==> src/scoped_symbol_table_top_defines.svh <==
// Assertion macros, sampled on clock and disabled while reset is high.
`ifndef SCOPED_SYMBOL_TABLE_TOP_DEFINES_SVH
`define SCOPED_SYMBOL_TABLE_TOP_DEFINES_SVH

// Consequent holds in the same cycle.
`define SSYM_ASSERT_NOW(label, ante, cons, msg) \
   label: assert property (@(posedge clock) disable iff (reset) (ante) |-> (cons)) \
      else $error(msg);

// Consequent holds in the next cycle.
`define SSYM_ASSERT_NEXT(label, ante, cons, msg) \
   label: assert property (@(posedge clock) disable iff (reset) (ante) |=> (cons)) \
      else $error(msg);

`endif

==> src/ssym_pkg.sv <==
package ssym_pkg;

   localparam int NAME_W         = 128;
   localparam int NAME_BYTES_MAX = 16;
   localparam int DTYPE_W        = 4;
   localparam int SCOPE_OUT_W    = 4;
   localparam int SLOT_OUT_W     = 7;

   typedef enum logic [1:0] {
      REQ_PUSH,
      REQ_POP,
      REQ_FIND,
      REQ_ADD
   } req_kind_type;

   typedef enum logic [2:0] {
      STAT_OK,
      STAT_NOT_FOUND,
      STAT_REDECLARED,
      STAT_FULL,
      STAT_OVERFLOW,
      STAT_UNDERFLOW
   } status_type;

   typedef struct packed {
      logic                   found;
      logic [SCOPE_OUT_W-1:0] scope;
      logic [SLOT_OUT_W-1:0]  slot;
      logic [DTYPE_W-1:0]     dtype;
   } hit_info_type;

endpackage

==> src/ssym_scan.sv <==
module ssym_scan import ssym_pkg::*; #(
   parameter int ADDR_W = 8,
   parameter int DEP_W  = 4
) (
   input  logic                            clock,
   input  logic                            reset,
   input  logic                            clear,
   input  logic                            rd_vld,
   input  logic [ADDR_W-1:0]               rd_idx,
   input  logic [NAME_W+DTYPE_W+DEP_W-1:0] rd_entry,
   input  logic [NAME_W-1:0]               key,
   output hit_info_type                    hit
);

   logic [NAME_W-1:0]  rd_name;
   logic [DTYPE_W-1:0] rd_type;
   logic [DEP_W-1:0]   rd_scope;
   logic [ADDR_W-1:0]  base_now;
   logic               take;

   logic               first_ff, first_in;
   logic               hit_ff, hit_in;
   logic [DEP_W-1:0]   prev_scope_ff, prev_scope_in;
   logic [ADDR_W-1:0]  base_ff, base_in;
   logic [DEP_W-1:0]   hit_scope_ff, hit_scope_in;
   logic [ADDR_W-1:0]  hit_slot_ff, hit_slot_in;
   logic [DTYPE_W-1:0] hit_type_ff, hit_type_in;

   assign rd_name  = rd_entry[NAME_W+DTYPE_W+DEP_W-1 -: NAME_W];
   assign rd_type  = rd_entry[DTYPE_W+DEP_W-1 -: DTYPE_W];
   assign rd_scope = rd_entry[DEP_W-1:0];

   // entries are ordered by scope; the first index of a scope run is its base
   assign base_now = (first_ff || rd_scope != prev_scope_ff) ? rd_idx : base_ff;
   // keep first match within a scope, prefer later (inner) scopes
   assign take = (rd_name == key) && (!hit_ff || rd_scope != hit_scope_ff);

   always_comb begin
      first_in      = first_ff;
      hit_in        = hit_ff;
      prev_scope_in = prev_scope_ff;
      base_in       = base_ff;
      hit_scope_in  = hit_scope_ff;
      hit_slot_in   = hit_slot_ff;
      hit_type_in   = hit_type_ff;
      if (clear) begin
         first_in = 1'b1;
         hit_in   = 1'b0;
      end else if (rd_vld) begin
         first_in      = 1'b0;
         prev_scope_in = rd_scope;
         base_in       = base_now;
         if (take) begin
            hit_in       = 1'b1;
            hit_scope_in = rd_scope;
            hit_slot_in  = rd_idx - base_now;
            hit_type_in  = rd_type;
         end
      end
   end

   always_ff @(posedge clock) begin
      if (reset) begin
         first_ff <= 1'b1;
         hit_ff   <= 1'b0;
      end else begin
         first_ff <= first_in;
         hit_ff   <= hit_in;
      end
      prev_scope_ff <= prev_scope_in;
      base_ff       <= base_in;
      hit_scope_ff  <= hit_scope_in;
      hit_slot_ff   <= hit_slot_in;
      hit_type_ff   <= hit_type_in;
   end

   assign hit.found = hit_ff;
   assign hit.scope = SCOPE_OUT_W'(hit_scope_ff);
   assign hit.slot  = SLOT_OUT_W'(hit_slot_ff);
   assign hit.dtype = hit_type_ff;

endmodule

==> config.mk <==
export PLATFORM = sky130hd
export DESIGN_NAME = ssym_scan
export DESIGN_NICKNAME = d
export VERILOG_FILES = /design/src/scoped_symbol_table_top_defines.svh /design/src/ssym_pkg.sv /design/src/ssym_scan.sv
export SDC_FILE = /design/constraint.sdc
export NUM_CORES = 1
export LEC_CHECK = 0
export BUFFER_PORTS_ARGS = -buffer_cell sky130_fd_sc_hd__buf_2
export CORE_AREA = 2 2 115 117
export DETAILED_ROUTE_END_ITERATION = 6
export DIE_AREA = 0 0 117 119
export GPL_ROUTABILITY_DRIVEN = 0
export HOLD_SLACK_MARGIN = 0.06
export PLACE_DENSITY = 0.58
export SETUP_SLACK_MARGIN = 0.02
export SLEW_MARGIN = 5
export SYNTH_ARGS = -nofsm -noshare
export SYNTH_HDL_FRONTEND = slang
export SYNTH_SLANG_ARGS = --single-unit
==> constraint.sdc <==
create_clock -name clock -period 10.5 [get_ports clock]
set_input_delay 3.15 -clock clock [delete_from_list [all_inputs] [get_ports clock]]
set_output_delay 3.15 -clock clock [all_outputs]
set_load 0.1 [all_outputs]
==> load_flow_metrics.sql <==
INSERT INTO impl_metrics (metric_group, metric, value, unit) VALUES
('route', 'total_via_count_in_the_routed_design', '3131', ''),
('sta', 'setup_viol_count_final', '0', ''),
('global_route', 'grt_pass1_vias', '3280', ''),
('sta', 'finalMaxSlewViolations', '0', ''),
('cells_and_area', 'register_area', '820.8', 'sq um'),
('global_route', 'grt_start_max_net_pins', '19', ''),
('clock_tree', 'cts.repair_timing.setup_buffer_count', '0', ''),
('setup_path', 'start_kind', 'primary input', ''),
('pwr', 'power_density', '75.71', 'nW/um^2'),
('synth', 'seq_area_frac_synth', '29.63', '%'),
('pwr', 'cellInternalPower', '0.0002530', 'W'),
('min_path', 'worst_hold_path.endpoint', 'first_ff', ''),
('cells_and_area', 'synthesis_to_finish_area_growth', '63.73', '%'),
('synth', 'cell_area_after_synthesis', '2770', 'sq um'),
('sta', 'min_period', '6.234', 'ns'),
('synth', 'yosysWarnings', '0', ''),
('clock_tree', 'cts_hold_buffers', '0', ''),
('sta', 'max_freq', '0.1604', 'GHz'),
('synth', 'ys_ff_latch', '28', ''),
('route', 'drc', '0', ''),
('setup_path', 'timing.setup.critical_path_class', 'primary input to flip-flop', ''),
('cells_and_area', 'most-common-layout-cells', '290 x buf_2, 94 x xnor2_1, 39 x xor2_1', ''),
('cells_and_area', 'fin_area', '4536', 'sq um'),
('outcome', 'result_of_the_run', 'finished, final reports clean', ''),
('sta', 'final_min_period_over_clock_period', '59.37', '%'),
('setup_path', 'reg2reg_setup_slack', '6.96', 'ns'),
('global_route', 'grt_first_pass_wirelength', '15460', 'um'),
('cells_and_area', 'most_common_library_cell_in_the_layout_ignoring_fill_and_taps', 'buf_2', ''),
('route', 'via_per_inst', '4.153', ''),
('clock_tree', 'clock-root-buffer', 'clkbuf_16', ''),
('synth', 'mappedNetlistNets', '563', ''),
('sta', 'slew_headroom', '64.12', '%'),
('synth', 'async_reset_ff_share', '0', '%'),
('floorplanning', 'core_area', '12870', 'sq um'),
('clock_tree', 'cts_buffer_depth', '2', ''),
('min_path', 'timing.hold.worst.class', 'flip-flop to flip-flop', ''),
('synth', 'netlist-cell-type-count', '40', ''),
('global_route', 'grt_usage', '14.23', '%'),
('synth', 'synth.avg_cell_area', '9.823', 'sq um'),
('clock_tree', 'clock-sinks', '28', ''),
('clock_tree', 'worst_path_clk_slew', '0.07', 'ns'),
('global_route', 'antenna_found_initial', '2', ''),
('route', 'dr.pass1.iters', '4', ''),
('sta', 'timing_worst_slew_pin_value', '0.5363', 'ns'),
('setup_path', 'cp.required', '10.59', 'ns'),
('placement', 'port_buffers', '290', ''),
('pwr', 'p_sw', '0.00009045', 'W'),
('route', 'total_routed_wirelength', '10420', 'um'),
('setup_path', 'timing.rr.end', 'hit_slot_ff[6]', ''),
('floorplanning', 'floorplan.io_pins', '292', ''),
('cells_and_area', 'post_route_cells_drive_above_1_share', '52.60', '%'),
('clock_tree', 'cts_repair_resize_count', '0', ''),
('clock_tree', 'htree_num_levels', '1', ''),
('floorplanning', 'initial_core_util', '21.52', '%'),
('cells_and_area', 'finalNetCount', '858', ''),
('synth', 'dominantRegCellSynth', 'edfxtp_1', ''),
('placement', 'postPlaceCellArea', '4452', 'sq um'),
('setup_path', 'r2r.worst_path.cells', '12', ''),
('global_route', 'global_route.overflow_total', '0', ''),
('pwr', 'vdd_drop_max', '0.00003757', 'V'),
('cells_and_area', 'fillers', '1328', ''),
('floorplanning', 'fp.dieArea', '13920', 'sq um'),
('route', 'wl_per_cell', '13.82', 'um'),
('route', 'first_iter_violations', '81', ''),
('min_path', 'min_delay_path_depth', '2', ''),
('route', 'ant_nets', '0', ''),
('min_path', 'timing.hold.worst.start', 'first_ff', ''),
('synth', 'synth-edff-count', '26', ''),
('pwr', 'p_comb_share', '38.3', '%'),
('clock_tree', 'clock_insertion_delay_worst_skew', '0.26', 'ns'),
('run', 'cap_viol_max_count', '0', '');
## critical path: stages
cell,delay (ns)
buf_2,0.12
inv_1,0.06
a222oi_1,0.35
nand4b_2,0.50
mux2_1,0.39
ha_1,0.16
inv_2,0.04
fa_1,0.41
a21o_1,0.23
maj3_1,0.36
nand2_1,0.07
nand2_1,0.07
a22o_1,0.18
a221oi_1,0.22
## metrics by stage
step	hold slack, ns	total power, W	std cells	setup WS [ns]	util [%]
after floorplan	0.4466	0.0001896	282	4.410	-
after global placement	0.4749	0.0002574	748	4.013	34.58
after detailed placement	0.4833	0.0002614	748	3.986	34.58
after CTS	0.4932	0.0003483	752	4.255	35.19
after global routing	0.5272	0.0003629	754	3.935	35.23
final	0.4867	0.0003434	754	4.266	35.23
## power by group through the flow
stage / registers, W / logic, W / clock network (W)
detailed placement: 0.000129 / 0.000133 / 0
global route: 0.000127 / 0.000146 / 0.0000905
floorplan: 0.000129 / 0.0000610 / 0
CTS: 0.000126 / 0.000133 / 0.0000888
global placement: 0.000129 / 0.000129 / 0
finish: 0.000126 / 0.000132 / 0.0000855
## synth_stat cells (2+ instances only)
library cell | instances | share of area, %
inv_1 | 12 | 1.6
o21ai_1 | 3 | 0.54
a21oi_1 | 4 | 0.72
nor2_1 | 2 | 0.27
mux2_1 | 2 | 0.81
inv_2 | 4 | 0.54
nor3_1 | 3 | 0.54
dfxtp_1 | 2 | 1.4
nand4_1 | 24 | 5.4
nor4_1 | 14 | 3.2
edfxtp_1 | 26 | 28
nand2b_1 | 2 | 0.45
a211oi_1 | 2 | 0.54
nand2_1 | 11 | 1.5
xnor2_1 | 94 | 30
xor2_1 | 39 | 12
ha_1 | 4 | 1.8
nand3_1 | 2 | 0.36
mux2i_1 | 3 | 1.1
nor2b_1 | 3 | 0.68
a221oi_1 | 2 | 0.63
o22ai_1 | 3 | 0.68
a21o_1 | 3 | 0.81
o21ai_0 | 2 | 0.36
## worst max-delay path by stage
stage / from / end
after global placement: rd_entry[1] / hit_slot_ff[6]
after floorplan: rd_entry[1] / hit_slot_ff[6]
after global routing: rd_entry[1] / hit_slot_ff[6]
after detailed placement: rd_entry[1] / hit_slot_ff[6]
final: rd_entry[1] / hit_slot_ff[6]
after CTS: rd_entry[1] / hit_slot_ff[6]
## cells by family (layout without fill, tap and decap cells)
kind of cell	Yosys count	after routing	synth area share, %
AND/OR/NAND/NOR	65	65	14.18
multiplexers	6	6	2.303
AO/OA/AOI/OAI	26	26	6.369
buffers and inverters	18	312	2.574
flip-flops	28	28	29.63
other	0	2	0
XOR/XNOR	133	133	42.05
adder cells (fa/ha/maj)	6	6	2.891
## layer usage
metal / track usage [%] / share of wire [%] / up-vias
met1: 14.84 / 37 / 1348
met3: 2.188 / 8.3 / 17
met5: 0 / 0 / -
li1: - / - / 1590
met2: 28.43 / 53 / 176
met4: 3.971 / 1.9 / 0
## cell type report
class,instances,area share [%]
multi-input combinational,236,41.54
timing repair buffer,292,32.33
sequential,28,18.10
tap,176,4.855
clock buffer,3,1.655
inverter,16,1.324
antenna,2,0.1103
clock inverter,1,0.08276
## registers in the layout, summed over array words and instances (netlist names)
signal	cells
base_ff	7
hit_slot_ff	7
hit_scope_ff	4
hit_type_ff	4
prev_scope_ff	4
first_ff	1
hit_ff	1
Note: power is estimated with default switching activity, not from simulation.
